===== config.mk =====
export PLATFORM = sky130hd
export DESIGN_NAME = timed_voice_allocator
export DESIGN_NICKNAME = d
export VERILOG_FILES = /design/src/tav_pkg.sv /design/src/tav_cell.sv /design/src/tav_ctrl.sv /design/src/timed_voice_allocator.sv
export SDC_FILE = /design/constraint.sdc
export NUM_CORES = 1
export LEC_CHECK = 0
export ABC_AREA = 1
export BUFFER_PORTS_ARGS = -buffer_cell sky130_fd_sc_hd__buf_4
export CAP_MARGIN = 10
export CORE_ASPECT_RATIO = 0.6
export CORE_MARGIN = 2
export CORE_UTILIZATION = 40
export DETAILED_ROUTE_END_ITERATION = 8
export PLACE_DENSITY = 0.62
export SLEW_MARGIN = 40
export SYNTH_ARGS = -nofsm -noshare
export SYNTH_HDL_FRONTEND = slang
export SYNTH_SLANG_ARGS = --single-unit

===== constraint.sdc =====
create_clock -name clk -period 2.38 [get_ports clk]
set_input_delay 0.238 -clock clk [delete_from_list [all_inputs] [get_ports clk]]
set_output_delay 0.238 -clock clk [all_outputs]
set_load 0.02 [all_outputs]

===== src/tav_pkg.sv =====
`default_nettype none

package tav_pkg;

	// Pool size and derived widths
	localparam int NUM_VOICES  = 16;
	localparam int MAX_RESULTS = 16;
	localparam int VIDX_W      = (NUM_VOICES > 1) ? $clog2(NUM_VOICES) : 1;
	localparam int LINK_W      = $clog2(NUM_VOICES + 1);
	localparam int CNT_W       = $clog2(NUM_VOICES + 1);
	localparam int RCNT_W      = $clog2(MAX_RESULTS + 1);
	localparam int DELAY_W     = 16;
	localparam int VOICE_W     = 4;
	localparam int ALIVE_W     = 5;

	// Operation codes
	localparam logic [1:0] OP_ALLOC = 2'd0;
	localparam logic [1:0] OP_TICK  = 2'd1;
	localparam logic [1:0] OP_CLEAR = 2'd2;

	// Result kinds
	localparam logic [1:0] KIND_ALLOC   = 2'd0;
	localparam logic [1:0] KIND_RELEASE = 2'd1;
	localparam logic [1:0] KIND_CLEAR   = 2'd2;
	localparam logic [1:0] KIND_EMPTY   = 2'd3;

	typedef enum logic [1:0] {
		ST_IDLE,
		ST_SCAN,
		ST_FLUSH
	} state_t;

	// Broadcast from the controller to every cell
	typedef struct packed {
		logic                clear;
		logic                step;
		logic                alloc_wr;
		logic [VIDX_W-1:0]   alloc_voice;
		logic [DELAY_W-1:0]  alloc_delay;
		logic [LINK_W-1:0]   free_head;
		logic                rel_full;
	} cell_ctl_t;

	typedef struct packed {
		logic [1:0]          kind;
		logic [VOICE_W-1:0]  voice;
		logic [ALIVE_W-1:0]  alive;
		logic                last;
	} res_t;

	function automatic logic [VOICE_W-1:0] to_voice(input logic [VIDX_W-1:0] v);
		logic [31:0] t;
		t = 32'(v);
		return t[VOICE_W-1:0];
	endfunction

	function automatic logic [ALIVE_W-1:0] to_alive(input logic [CNT_W-1:0] c);
		logic [31:0] t;
		t = 32'(c);
		return t[ALIVE_W-1:0];
	endfunction

endpackage

`default_nettype wire


===== src/tav_cell.sv =====
`default_nettype none

module tav_cell (
	input  wire logic                      clk,
	input  wire logic                      arst_n,
	input  wire tav_pkg::cell_ctl_t        ctl,
	input  wire logic                      alloc_hit,
	input  wire logic [tav_pkg::LINK_W-1:0] link_init,
	input  wire logic                      tok_in,
	output logic                           tok_out,
	output logic [tav_pkg::LINK_W-1:0]     link,
	output logic                           rel
);

	logic                        tok_q;
	logic                        armed_q;
	logic [tav_pkg::DELAY_W-1:0] cd_q;
	// link stored relative to its reset value, so reset leaves index plus one
	logic [tav_pkg::LINK_W-1:0]  link_q;
	logic                        act;
	logic                        expire;

	assign act     = tok_q && ctl.step;
	assign expire  = armed_q && (cd_q <= tav_pkg::DELAY_W'(1));
	assign rel     = act && expire && !ctl.rel_full;
	assign link    = link_q ^ link_init;
	assign tok_out = tok_q;

	// Token shift, timer and free-list link
	always_ff @(posedge clk or negedge arst_n) begin
		if (!arst_n) begin
			tok_q   <= 1'b0;
			armed_q <= 1'b0;
			cd_q    <= '0;
			link_q  <= '0;
		end else begin
			if (ctl.step) begin
				tok_q <= tok_in;
			end
			if (ctl.clear) begin
				armed_q <= 1'b0;
				cd_q    <= '0;
				link_q  <= '0;
			end else if (alloc_hit) begin
				armed_q <= 1'b1;
				cd_q    <= ctl.alloc_delay;
			end else if (act && armed_q) begin
				if (expire) begin
					if (ctl.rel_full) begin
						cd_q <= tav_pkg::DELAY_W'(1);
					end else begin
						armed_q <= 1'b0;
						cd_q    <= '0;
						link_q  <= ctl.free_head ^ link_init;
					end
				end else begin
					cd_q <= cd_q - tav_pkg::DELAY_W'(1);
				end
			end
		end
	end

endmodule

`default_nettype wire


===== src/tav_ctrl.sv =====
`default_nettype none

module tav_ctrl (
	input  wire logic                         clk,
	input  wire logic                         arst_n,
	input  wire logic                         s_valid,
	output logic                              s_ready,
	input  wire logic [tav_pkg::DELAY_W-1:0]  s_delay,
	input  wire logic [1:0]                   s_op,
	input  wire logic                         m_ready,
	output logic                              out_valid,
	output tav_pkg::res_t                     out_res,
	output tav_pkg::cell_ctl_t                ctl,
	output logic                              tok_start,
	input  wire logic                         tok_end,
	input  wire logic [tav_pkg::NUM_VOICES-1:0] rel,
	input  wire logic [tav_pkg::LINK_W-1:0]   links [tav_pkg::NUM_VOICES]
);

	tav_pkg::state_t              state_q, state_d;
	logic [tav_pkg::LINK_W-1:0]   free_head_q;
	logic [tav_pkg::CNT_W-1:0]    in_use_q;
	logic [tav_pkg::RCNT_W-1:0]   rel_cnt_q;
	logic                         pend_valid_q;
	tav_pkg::res_t                pend_q;
	logic                         out_valid_q;
	tav_pkg::res_t                out_q;

	logic                         adv;
	logic                         accept;
	logic                         empty;
	logic [tav_pkg::VIDX_W-1:0]   head_idx;
	logic [tav_pkg::LINK_W-1:0]   link_rd;
	logic [tav_pkg::LINK_W-1:0]   next_head;
	logic [tav_pkg::VIDX_W-1:0]   rel_idx;
	logic                         any_rel;
	logic [tav_pkg::CNT_W-1:0]    in_use_dec;
	logic [tav_pkg::DELAY_W-1:0]  delay_eff;
	logic                         out_load;

	// Output register frees up when empty or being taken
	assign adv       = !out_valid_q || m_ready;
	assign s_ready   = (state_q == tav_pkg::ST_IDLE) && adv;
	assign accept    = s_valid && s_ready;
	assign out_valid = out_valid_q;
	assign out_res   = out_q;
	assign tok_start = accept && (s_op == tav_pkg::OP_TICK);

	// Free-list head lookup
	assign empty     = free_head_q >= tav_pkg::LINK_W'(tav_pkg::NUM_VOICES);
	assign head_idx  = free_head_q[tav_pkg::VIDX_W-1:0];
	assign link_rd   = links[head_idx];
	assign next_head = (link_rd > tav_pkg::LINK_W'(tav_pkg::NUM_VOICES)) ?
		tav_pkg::LINK_W'(tav_pkg::NUM_VOICES) : link_rd;
	assign delay_eff = (s_delay == '0) ? tav_pkg::DELAY_W'(1) : s_delay;
	assign in_use_dec = (in_use_q != '0) ? in_use_q - tav_pkg::CNT_W'(1) : in_use_q;

	// Index of the releasing cell; at most one holds the token
	always_comb begin
		rel_idx = '0;
		for (int i = 0; i < tav_pkg::NUM_VOICES; i++) begin
			if (rel[i]) begin
				rel_idx = rel_idx | tav_pkg::VIDX_W'(i);
			end
		end
	end
	assign any_rel = |rel;

	// Output register loads
	assign out_load = (accept && ((s_op == tav_pkg::OP_ALLOC) ||
			(s_op == tav_pkg::OP_CLEAR))) ||
		(any_rel && pend_valid_q) ||
		((state_q == tav_pkg::ST_FLUSH) && adv && pend_valid_q);

	// Cell broadcast
	always_comb begin
		ctl.clear       = accept && (s_op == tav_pkg::OP_CLEAR);
		ctl.step        = adv;
		ctl.alloc_wr    = accept && (s_op == tav_pkg::OP_ALLOC) && !empty;
		ctl.alloc_voice = head_idx;
		ctl.alloc_delay = delay_eff;
		ctl.free_head   = free_head_q;
		ctl.rel_full    = rel_cnt_q >= tav_pkg::RCNT_W'(tav_pkg::MAX_RESULTS);
	end

	// State register
	always_ff @(posedge clk or negedge arst_n) begin
		if (!arst_n) begin
			state_q <= tav_pkg::ST_IDLE;
		end else begin
			state_q <= state_d;
		end
	end

	// Next state
	always_comb begin
		state_d = state_q;
		case (state_q)
			tav_pkg::ST_IDLE: begin
				if (tok_start) begin
					state_d = tav_pkg::ST_SCAN;
				end
			end
			tav_pkg::ST_SCAN: begin
				if (tok_end && adv) begin
					state_d = tav_pkg::ST_FLUSH;
				end
			end
			tav_pkg::ST_FLUSH: begin
				if (adv) begin
					state_d = tav_pkg::ST_IDLE;
				end
			end
			default: state_d = tav_pkg::ST_IDLE;
		endcase
	end

	// Pool bookkeeping, pending release and output register
	always_ff @(posedge clk or negedge arst_n) begin
		if (!arst_n) begin
			free_head_q  <= '0;
			in_use_q     <= '0;
			rel_cnt_q    <= '0;
			pend_valid_q <= 1'b0;
			pend_q       <= '0;
			out_valid_q  <= 1'b0;
			out_q        <= '0;
		end else begin
			if (out_load) begin
				out_valid_q <= 1'b1;
			end else if (m_ready) begin
				out_valid_q <= 1'b0;
			end
			if (accept) begin
				case (s_op)
					tav_pkg::OP_ALLOC: begin
						if (empty) begin
							out_q <= '{tav_pkg::KIND_EMPTY, '0,
								tav_pkg::to_alive(in_use_q), 1'b1};
						end else begin
							free_head_q <= next_head;
							in_use_q    <= in_use_q + tav_pkg::CNT_W'(1);
							out_q <= '{tav_pkg::KIND_ALLOC, tav_pkg::to_voice(head_idx),
								tav_pkg::to_alive(in_use_q + tav_pkg::CNT_W'(1)), 1'b1};
						end
					end
					tav_pkg::OP_TICK: begin
						rel_cnt_q    <= '0;
						pend_valid_q <= 1'b0;
					end
					tav_pkg::OP_CLEAR: begin
						free_head_q <= '0;
						in_use_q    <= '0;
						out_q       <= '{tav_pkg::KIND_CLEAR, '0, '0, 1'b1};
					end
					default: ;
				endcase
			end
			// A new release pushes the previous one out, not yet last
			if (any_rel) begin
				free_head_q  <= tav_pkg::LINK_W'(rel_idx);
				in_use_q     <= in_use_dec;
				rel_cnt_q    <= rel_cnt_q + tav_pkg::RCNT_W'(1);
				pend_valid_q <= 1'b1;
				pend_q       <= '{tav_pkg::KIND_RELEASE, tav_pkg::to_voice(rel_idx),
					tav_pkg::to_alive(in_use_dec), 1'b0};
				if (pend_valid_q) begin
					out_q <= pend_q;
				end
			end
			// End of scan: the held release is the last one
			if ((state_q == tav_pkg::ST_FLUSH) && adv) begin
				pend_valid_q <= 1'b0;
				if (pend_valid_q) begin
					out_q <= '{pend_q.kind, pend_q.voice, pend_q.alive, 1'b1};
				end
			end
		end
	end

`ifndef SYNTHESIS
	a_rel_onehot: assert property (@(posedge clk) disable iff (!arst_n)
		$onehot0(rel))
		else $error("more than one cell released in a cycle");
	a_rel_scan: assert property (@(posedge clk) disable iff (!arst_n)
		any_rel |-> state_q == tav_pkg::ST_SCAN)
		else $error("release outside of a tick scan");
	a_in_use_range: assert property (@(posedge clk) disable iff (!arst_n)
		in_use_q <= tav_pkg::CNT_W'(tav_pkg::NUM_VOICES))
		else $error("alive count above pool size");
	a_head_range: assert property (@(posedge clk) disable iff (!arst_n)
		free_head_q <= tav_pkg::LINK_W'(tav_pkg::NUM_VOICES))
		else $error("free-list head out of range");
	a_pend_idle: assert property (@(posedge clk) disable iff (!arst_n)
		state_q == tav_pkg::ST_IDLE |-> !pend_valid_q)
		else $error("release left pending after a scan");
`endif

endmodule

`default_nettype wire


===== src/timed_voice_allocator.sv =====
// Voice allocator with per-voice release timers and a LIFO free list.
// Input stream (s_*): s_tuser selects the operation (allocate, tick, clear),
// s_tdata carries the release delay in ticks for an allocate (0 acts as 1).
// Output stream (m_*): m_tuser is the result kind (allocated, released,
// cleared, pool empty), m_tdata holds voice and alive count, m_tlast marks
// the final result of one input transaction. A tick that frees no voice and
// operation code 3 give no result.
// Allocate and clear load their result straight into the output register; a new
// transaction is taken as soon as that register is free or being drained.
// A tick walks a token along the row of voice cells, one cell per cycle
// while the output register is free or being drained; releases come out in
// ascending voice order, at most one per cycle.
// While a result waits and the receiver holds m_tready low, the token stops
// and s_tready stays low; nothing is dropped.
// Reset puts all voices on the free list as 0..NUM_VOICES-1, disarms every
// timer and zeroes the alive count; a clear does the same.
`default_nettype none

module timed_voice_allocator (
	input  wire logic        clk,
	input  wire logic        arst_n,
	input  wire logic        s_tvalid,
	output logic             s_tready,
	input  wire logic [15:0] s_tdata,   // [15:0] delay_ticks
	input  wire logic [1:0]  s_tuser,   // [1:0] operation
	output logic             m_tvalid,
	input  wire logic        m_tready,
	output logic [15:0]      m_tdata,   // [3:0] voice, [8:4] alive_count, rest zero
	output logic [1:0]       m_tuser,   // [1:0] kind
	output logic             m_tlast
);

	tav_pkg::cell_ctl_t               ctl;
	tav_pkg::res_t                    res;
	logic                             tok_start;
	logic [tav_pkg::NUM_VOICES:0]     tok;
	logic [tav_pkg::NUM_VOICES-1:0]   rel;
	logic [tav_pkg::LINK_W-1:0]       links [tav_pkg::NUM_VOICES];

	tav_ctrl u_ctrl (
		.clk       (clk),
		.arst_n    (arst_n),
		.s_valid   (s_tvalid),
		.s_ready   (s_tready),
		.s_delay   (s_tdata),
		.s_op      (s_tuser),
		.m_ready   (m_tready),
		.out_valid (m_tvalid),
		.out_res   (res),
		.ctl       (ctl),
		.tok_start (tok_start),
		.tok_end   (tok[tav_pkg::NUM_VOICES]),
		.rel       (rel),
		.links     (links)
	);

	// Row of voice cells, token enters at voice 0
	assign tok[0] = tok_start;

	for (genvar i = 0; i < tav_pkg::NUM_VOICES; i++) begin : g_cell
		tav_cell u_cell (
			.clk       (clk),
			.arst_n    (arst_n),
			.ctl       (ctl),
			.alloc_hit (ctl.alloc_wr && (ctl.alloc_voice == tav_pkg::VIDX_W'(i))),
			.link_init (tav_pkg::LINK_W'(i + 1)),
			.tok_in    (tok[i]),
			.tok_out   (tok[i+1]),
			.link      (links[i]),
			.rel       (rel[i])
		);
	end

	// Output packing
	assign m_tdata = {7'd0, res.alive, res.voice};
	assign m_tuser = res.kind;
	assign m_tlast = res.last;

endmodule

`default_nettype wire


==> results of run 1 <==
-- kinds of logic after synthesis --
group                    count (synthesis)  share of synthesized area [%]
other                                    1                         0.0144
XOR/XNOR                               150                           5.04
AO/OA/AOI/OAI                          898                           18.7
AND/OR/NAND/NOR                       1675                           27.0
adder cells (fa/ha/maj)                 36                           1.73
buffers and inverters                  533                           8.22
flip-flops                             409                           39.3
-- registers in the layout, indices dropped and copies added, names as in the netlist --
name / flops
g_cell.u_cell.armed_q: 16
u_ctrl.state_q: 2
u_ctrl.rel_cnt_q: 5
g_cell.u_cell.link_q: 80
g_cell.u_cell.tok_out: 16
g_cell.u_cell.cd_q: 256
u_ctrl.pend_valid_q: 1
u_ctrl.free_head_q: 5
u_ctrl.out_res: 12
u_ctrl.out_valid: 1
u_ctrl.pend_q: 10
u_ctrl.in_use_q: 5
-- per-stage QoR --
stage | setup WS [ps] | std cells | hold slack [ps] | area, um^2 | total power, mW
finish | 62.3 | 4823 | 27.4 | 31200 | 39.5
global route | -47.2 | 4822 | 56.8 | 31200 | 42.7
CTS | 28.6 | 4791 | 14.8 | 30500 | 38.5
detailed placement | -344 | 4708 | 161 | 28900 | 30.9
global placement | -300 | 4708 | 162 | 28900 | 30.7
floorplan | 279 | 3708 | -57.6 | 26100 | 24.7
-- synthesized netlist by cell type (all sizes together) (14+ instances only) --
master / n
inv: 387
a21oi: 110
o22ai: 149
nor2: 493
nand4: 60
clkbuf: 77
nand3: 204
nand2: 837
buf: 64
xnor2: 23
o211ai: 14
xor2: 127
dfrtp: 409
ha: 36
o21ai: 572
a31oi: 18
nor3: 49
-- worst register-to-register path, delay by kind of cell, from the launching register on --
family                   cells  cell delay (ps)
buffers and inverters        4              540
adder cells (fa/ha/maj)      1              230
AO/OA/AOI/OAI                1              130
AND/OR/NAND/NOR              7              940
flip-flops                   1              380
-- area by class of cell --
| class | instances | area [um^2] | area share [%] |
|---|---|---|---|
| timing repair buffer | 322 | 2720 | 8.73 |
| clock buffer | 58 | 1270 | 4.09 |
| inverter | 392 | 1490 | 4.79 |
| clock inverter | 20 | 243 | 0.779 |
| multi-input combinational | 2769 | 14100 | 45.3 |
| tap | 851 | 1060 | 3.42 |
| timing repair inverter | 1 | 7.51 | 0.0241 |
| sequential | 409 | 10200 | 32.9 |
| antenna | 1 | 2.50 | 0.00803 |
-- per-layer routing --
metal / GRT usage (%) / vias up / share of wire [%]
met2: 36.4 / 1236 / 38
met4: 4.54 / 6 / 1.5
met5: 0 / - / 0.087
met1: 45.2 / 12500 / 49
li1: - / 12700 / -
met3: 6.25 / 111 / 11
-- power by group --
part           leakage [nW]  switching, mW  internal [mW]
clock network         0.745           3.13           4.31
registers              5.30           2.46           9.68
logic                  8.93           12.0           7.90
-- path summary, 6_finish.rpt --
path                                           start                   endpoint  slack (ps)  cells past startpoint
hold reg to reg                     u_ctrl.pend_q[4]           u_ctrl.pend_q[4]         480                      2
setup / recovery           g_cell[15].u_cell.cd_q[0]          u_ctrl.out_res[2]          60                     13
min in group asynchronous                     arst_n  g_cell[14].u_cell.cd_q[8]         160                      2
setup reg to reg           g_cell[15].u_cell.cd_q[0]          u_ctrl.out_res[2]          60                     13
hold / removal                            s_tuser[1]          u_ctrl.state_q[0]          30                      4
max in group asynchronous                     arst_n   g_cell[3].u_cell.cd_q[9]        1370                      3
-- what timing repair did --
action,CTS,global route
gates resized for setup,28,118
setup endpoints to repair,39,171
buffers inserted,2,28
pin swaps,2,29
hold endpoints to repair,257,0
cloned,2,5
hold buffers,1,0
==> impl_metrics.tcl, run 1 <==
set metrics [dict create \
    clock_latency_ps 590 \
    grt.total_usage_pct 27.6 \
    htree_levels 2 \
    clk_path_buf_depth 3 \
    num-nets-final 3996 \
    dr.pass1.iters 7 \
    tns_ps 0 \
    portBuffers 35 \
    max_freq_mhz 431 \
    die_height_um 202 \
    io_pins 43 \
    drive_gt1_share_pct 13.9 \
    avgViaCountPerCell 5.51 \
    ys_types 48 \
    drc 0 \
    p_per_area_nw_per_um2 1270 \
    crit_path_top_delay_cell "dfrtp_1" \
    cts_buffers 43 \
    antenna_found_initial 5 \
    worstMarginPinSlew_ps 799 \
    hpwlAfterDp_mm 66.9 \
    final.period_utilization_pct 97.4 \
    setup_viol 0 \
    drtAntennaViolNets 0 \
    drv_slew 0 \
    cp_max_fo 6 \
    syn_avg_cell_area_um2 7.04 \
    yosysSeqAreaShare_pct 39.3 \
    path_clk_slew_ps 70 \
    outcome "finished, final reports clean" \
    fin_crit_ps 2320 \
    wl_per_cell_um 19.6 \
    path_cells "buf_4, ha_1, o21ai_1, nor2_1, nand4_1, nand4_1, nor2_4, buf_6, nand3b_1, buf_6, buf_6, nand3_1, nand2_1" \
    clock_sinks 409 \
    cpPeakStageDelay_ps 380 \
    synth_ff_type "dfrtp_1" \
    grt_setup_unrepaired "true" \
    drv_cap 0 \
    ys_ff_latch 409 \
    start_kind "flip-flop" \
    end_kind "flip-flop" \
    die-area_um2 67200 \
    arrival_ps 2800 \
    die_w_um 333 \
    area_growth_pct 19.6 \
    nFillCells 6361 \
    synth_area_leaders "dfrtp_1 39%, nand2_1 12%, o21ai_0 10%" \
    ys_async_sr_fraction_pct 100 \
    root_buffer "clkbuf_16" \
    hold_viol_final 0 \
    cpMostUsedCell "buf_6" \
    overflow 0 \
    gp_congestion 0.970 \
    synthDominantCellAreaShare_pct 39.3 \
    yosysWarnings 0 \
    hp-class "in -> reg" \
    path_class "reg -> reg" \
    final_util_pct 48.4 \
    max_slew_margin_pct 46.2 \
    yosys.area.top_type "dfrtp_1" \
    drt-total-wl_mm 94.6 \
    cts_tree "done" \
    dr_total_vias 26600 \
    synthesis.area_um2 26000 \
    ir_drop_mv 0.811 \
    grt_max_degree 85 \
    layout_common_cells "802 x nand2_1, 514 x o21ai_0, 446 x nor2_1, 409 x dfrtp_1, 363 x inv_1" \
    grt_pass1_wl_mm 145 \
    first_global_vias 23800 \
    num_rows 72 \
    drtIter0Drc 3363 \
    synth_edf_count 0 \
    p_leak_nw 15.0 \
    cp_num_buf_inv 4 \
    critPathRequiredTime_ps 2860 \
    clock_skew_ps 23.7 \
    syn_inst 3702 \
    layout_commonest_cell "nand2_1" \
    coreArea_um2 64400 \
    cpLargestDelayFamily "simple AND/OR/NAND/NOR gates" \
    initial_utilization_pct 40.4 \
]
Power figures use the tool's default switching activity.
==> run 2, diff against run 1 <==
Settings changed: BUFFER_PORTS_ARGS -buffer_cell sky130_fd_sc_hd__buf_4 to -buffer_cell sky130_fd_sc_hd__buf_2, CORE_MARGIN 2 to not set.
==> run 2 against run 1 <==
Final area down 1.7%. Via count down 0.85%. Wire length down 1.1%. First-iteration DRC count down 3.7%. Global-route usage up 0.19 points. Sequential share of layout area up 0.56 points. Critical path depth up 2. Clock power down 5.4%. Sequential power about the same. Register-to-register slack worse by 30 ps. Fmax down 1.5%.
==> impl_metrics.tcl, run 2 (synthesis results as in run 1) <==
set metrics [dict create \
    ff2ff_path_depth 15 \
    clock_sinks 409 \
    path_depth 15 \
    path_clk_slew_ps 70 \
    layout_commonest_cell "nand2_1" \
    path_class "reg -> reg" \
    cts_tree "done" \
    cpLargestDelayFamily "simple AND/OR/NAND/NOR gates" \
    gp_congestion 0.979 \
    p_int_mw 21.1 \
    end_kind "flip-flop" \
    cp_num_buf_inv 5 \
    p_leak_nw 14.7 \
    whs_path_depth 4 \
    grt_pass1_wl_mm 142 \
    area_growth_pct 17.6 \
    ir_drop_mv 0.718 \
    num_rows 72 \
    drt-total-wl_mm 93.5 \
    htree_levels 2 \
    die_w_um 331 \
    hold_path_end "u_ctrl.state_q[0]" \
    outcome "finished, final reports clean" \
    drtIter0Drc 3240 \
    avgViaCountPerCell 5.51 \
    p_comb_share_pct 50.1 \
    max_freq_mhz 425 \
    die_height_um 200 \
    die-area_um2 66200 \
    largest_reg_flops 256 \
    largest-register "g_cell.u_cell.cd_q" \
    antenna_found_initial 6 \
    drtAntennaViolNets 0 \
    clk_path_buf_depth 3 \
    timing.rr.start "u_ctrl.out_valid" \
    worstMarginPinSlew_ps 815 \
    tns_ps 0 \
    grt_setup_unrepaired "true" \
    num-nets-final 3955 \
    p_sw_share_pct 45.4 \
    nFillCells 6424 \
    overflow 0 \
    whs_ps 36.2 \
    cts_buffers 43 \
    hpwlAfterDp_mm 67.2 \
    grt_max_degree 64 \
    max_slew_margin_pct 45.2 \
    wl_per_cell_um 19.5 \
    p_per_area_nw_per_um2 1260 \
    setup_viol 0 \
    drive_gt1_share_pct 13.3 \
    hold_viol_final 0 \
    start_kind "flip-flop" \
    top_regs "g_cell.u_cell.cd_q (256), g_cell.u_cell.link_q (80)" \
    drv_cap 0 \
    drv_slew 0 \
    io_pins 43 \
    clock_skew_ps 25.4 \
    coreArea_um2 64400 \
    arrival_ps 2820 \
    reg2reg_to "u_ctrl.out_res[6]" \
    holdCritStartpoint "s_tuser[1]" \
    grt.total_usage_pct 27.8 \
    critPathRequiredTime_ps 2850 \
    cp_max_fo 11 \
    crit_path_top_delay_cell "dfrtp_1" \
    first_global_vias 23300 \
    dr_total_vias 26400 \
    final.period_utilization_pct 98.8 \
    fin_crit_ps 2350 \
    drc 0 \
    final_util_pct 47.6 \
    layout_common_cells "795 x nand2_1, 517 x o21ai_0, 439 x nor2_1, 408 x dfrtp_1, 362 x inv_1" \
    initial_utilization_pct 40.4 \
    cpPeakStageDelay_ps 420 \
    dr.pass1.iters 6 \
    clock_latency_ps 590 \
    root_buffer "clkbuf_16" \
    path_cells "inv_2, nor2_4, buf_12, buf_4, nor2_4, nand4_1, nand2_2, inv_1, nand2_1, nor2_4, nand3b_1, buf_4, nand2_2, nand2_1, nand2_1" \
    hp-class "in -> reg" \
    regToRegSetupSlack_ps 30 \
    portBuffers 35 \
    seq_power_share_pct 31.7 \
    p_clk_share_pct 18.3 \
    switching_power_mw 17.5 \
]
## run 2: cell types whose count changed in the layout (fill, tap and decap cells not counted), sizes merged
| cell | before | now |
|---|---|---|
| diode | 1 | 3 |
| o21ai | 572 | 573 |
| clkbuf | 60 | 63 |
| buf | 319 | 280 |
| clkinvlp | 9 | 1 |
| clkinv | 14 | 18 |
| bufinv | 5 | 2 |
| nor2 | 495 | 494 |
| inv | 385 | 387 |
## run 2: how the worst max path moves through the flow
stage               slack (ps)                       from                   endpoint
floorplan                  280           u_ctrl.out_valid  g_cell[0].u_cell.cd_q[11]
global placement          -210   g_cell[6].u_cell.cd_q[0]         u_ctrl.in_use_q[4]
detailed placement        -280  g_cell[14].u_cell.cd_q[0]      u_ctrl.free_head_q[2]
CTS                        0.3  g_cell[14].u_cell.cd_q[0]         u_ctrl.in_use_q[2]
global route               -90          u_ctrl.state_q[1]  g_cell[15].u_cell.armed_q
finish                      30           u_ctrl.out_valid          u_ctrl.out_res[6]
## run 2: what timing repair did
| item | 4_1_cts | 5_1_grt |
|---|---|---|
| resized for setup | 16 | 142 |
| setup endpoints to repair | 36 | 193 |
| gates cloned | 1 | 4 |
| hold buffers | 1 | 0 |
| buffers inserted | 2 | 15 |
| pin swaps | 1 | 13 |
| endpoints found under the hold margin | 55 | 0 |
## run 2: power by group through the flow
stage	sequential [mW]	combinational [mW]	clock [mW]
after global placement	12.1	18.1	0
final	12.2	19.3	7.04
after global routing	12.6	21.7	7.42
after detailed placement	12.1	18.3	0
after CTS	12.1	18.4	7.10
after floorplan	11.5	13.1	0
## run 2: final cells by class
| cell class | instances | area, um^2 | area share, % |
|---|---|---|---|
| multi-input cells | 2769 | 14100 | 46.2 |
| flip-flops and latches | 409 | 10200 | 33.4 |
| repair buffers | 282 | 2280 | 7.44 |
| inverters | 392 | 1480 | 4.84 |
| clock buffers | 62 | 1260 | 4.11 |
| well taps | 851 | 1060 | 3.48 |
| clock inverters | 16 | 163 | 0.531 |
| diodes | 3 | 7.51 | 0.0245 |
## run 2: worst register-to-register path, delay by kind of cell, from the launching register on
family                 cells  cell delay, ps
buffers and inverters      5             580
flip-flops                 1             420
AND/OR/NAND/NOR           10            1260
## run 2: metrics by stage
stage                     total power [mW]  std cells  setup WS [ps]  cell area (um^2)
after floorplan                       24.7       3708            279             26100
after global placement                30.3       4681           -208             28600
after detailed placement              30.4       4681           -282             28600
after CTS                             37.6       4763          0.293             30100
after global routing                  41.7       4781          -86.1             30600
final                                 38.5       4784           28.0             30600
## run 2: layer usage
| layer | wire [um] | up-vias | GRT usage [%] | part of all wire (%) |
|---|---|---|---|---|
| met3 | 11000 | 120 | 7.99 | 12 |
| met2 | 35200 | 1232 | 36.7 | 38 |
| li1 | - | 12700 | - | - |
| met1 | 45400 | 12300 | 43.8 | 49 |
| met5 | 13 | - | 0 | 0.014 |
| met4 | 1880 | 2 | 5.05 | 2.0 |
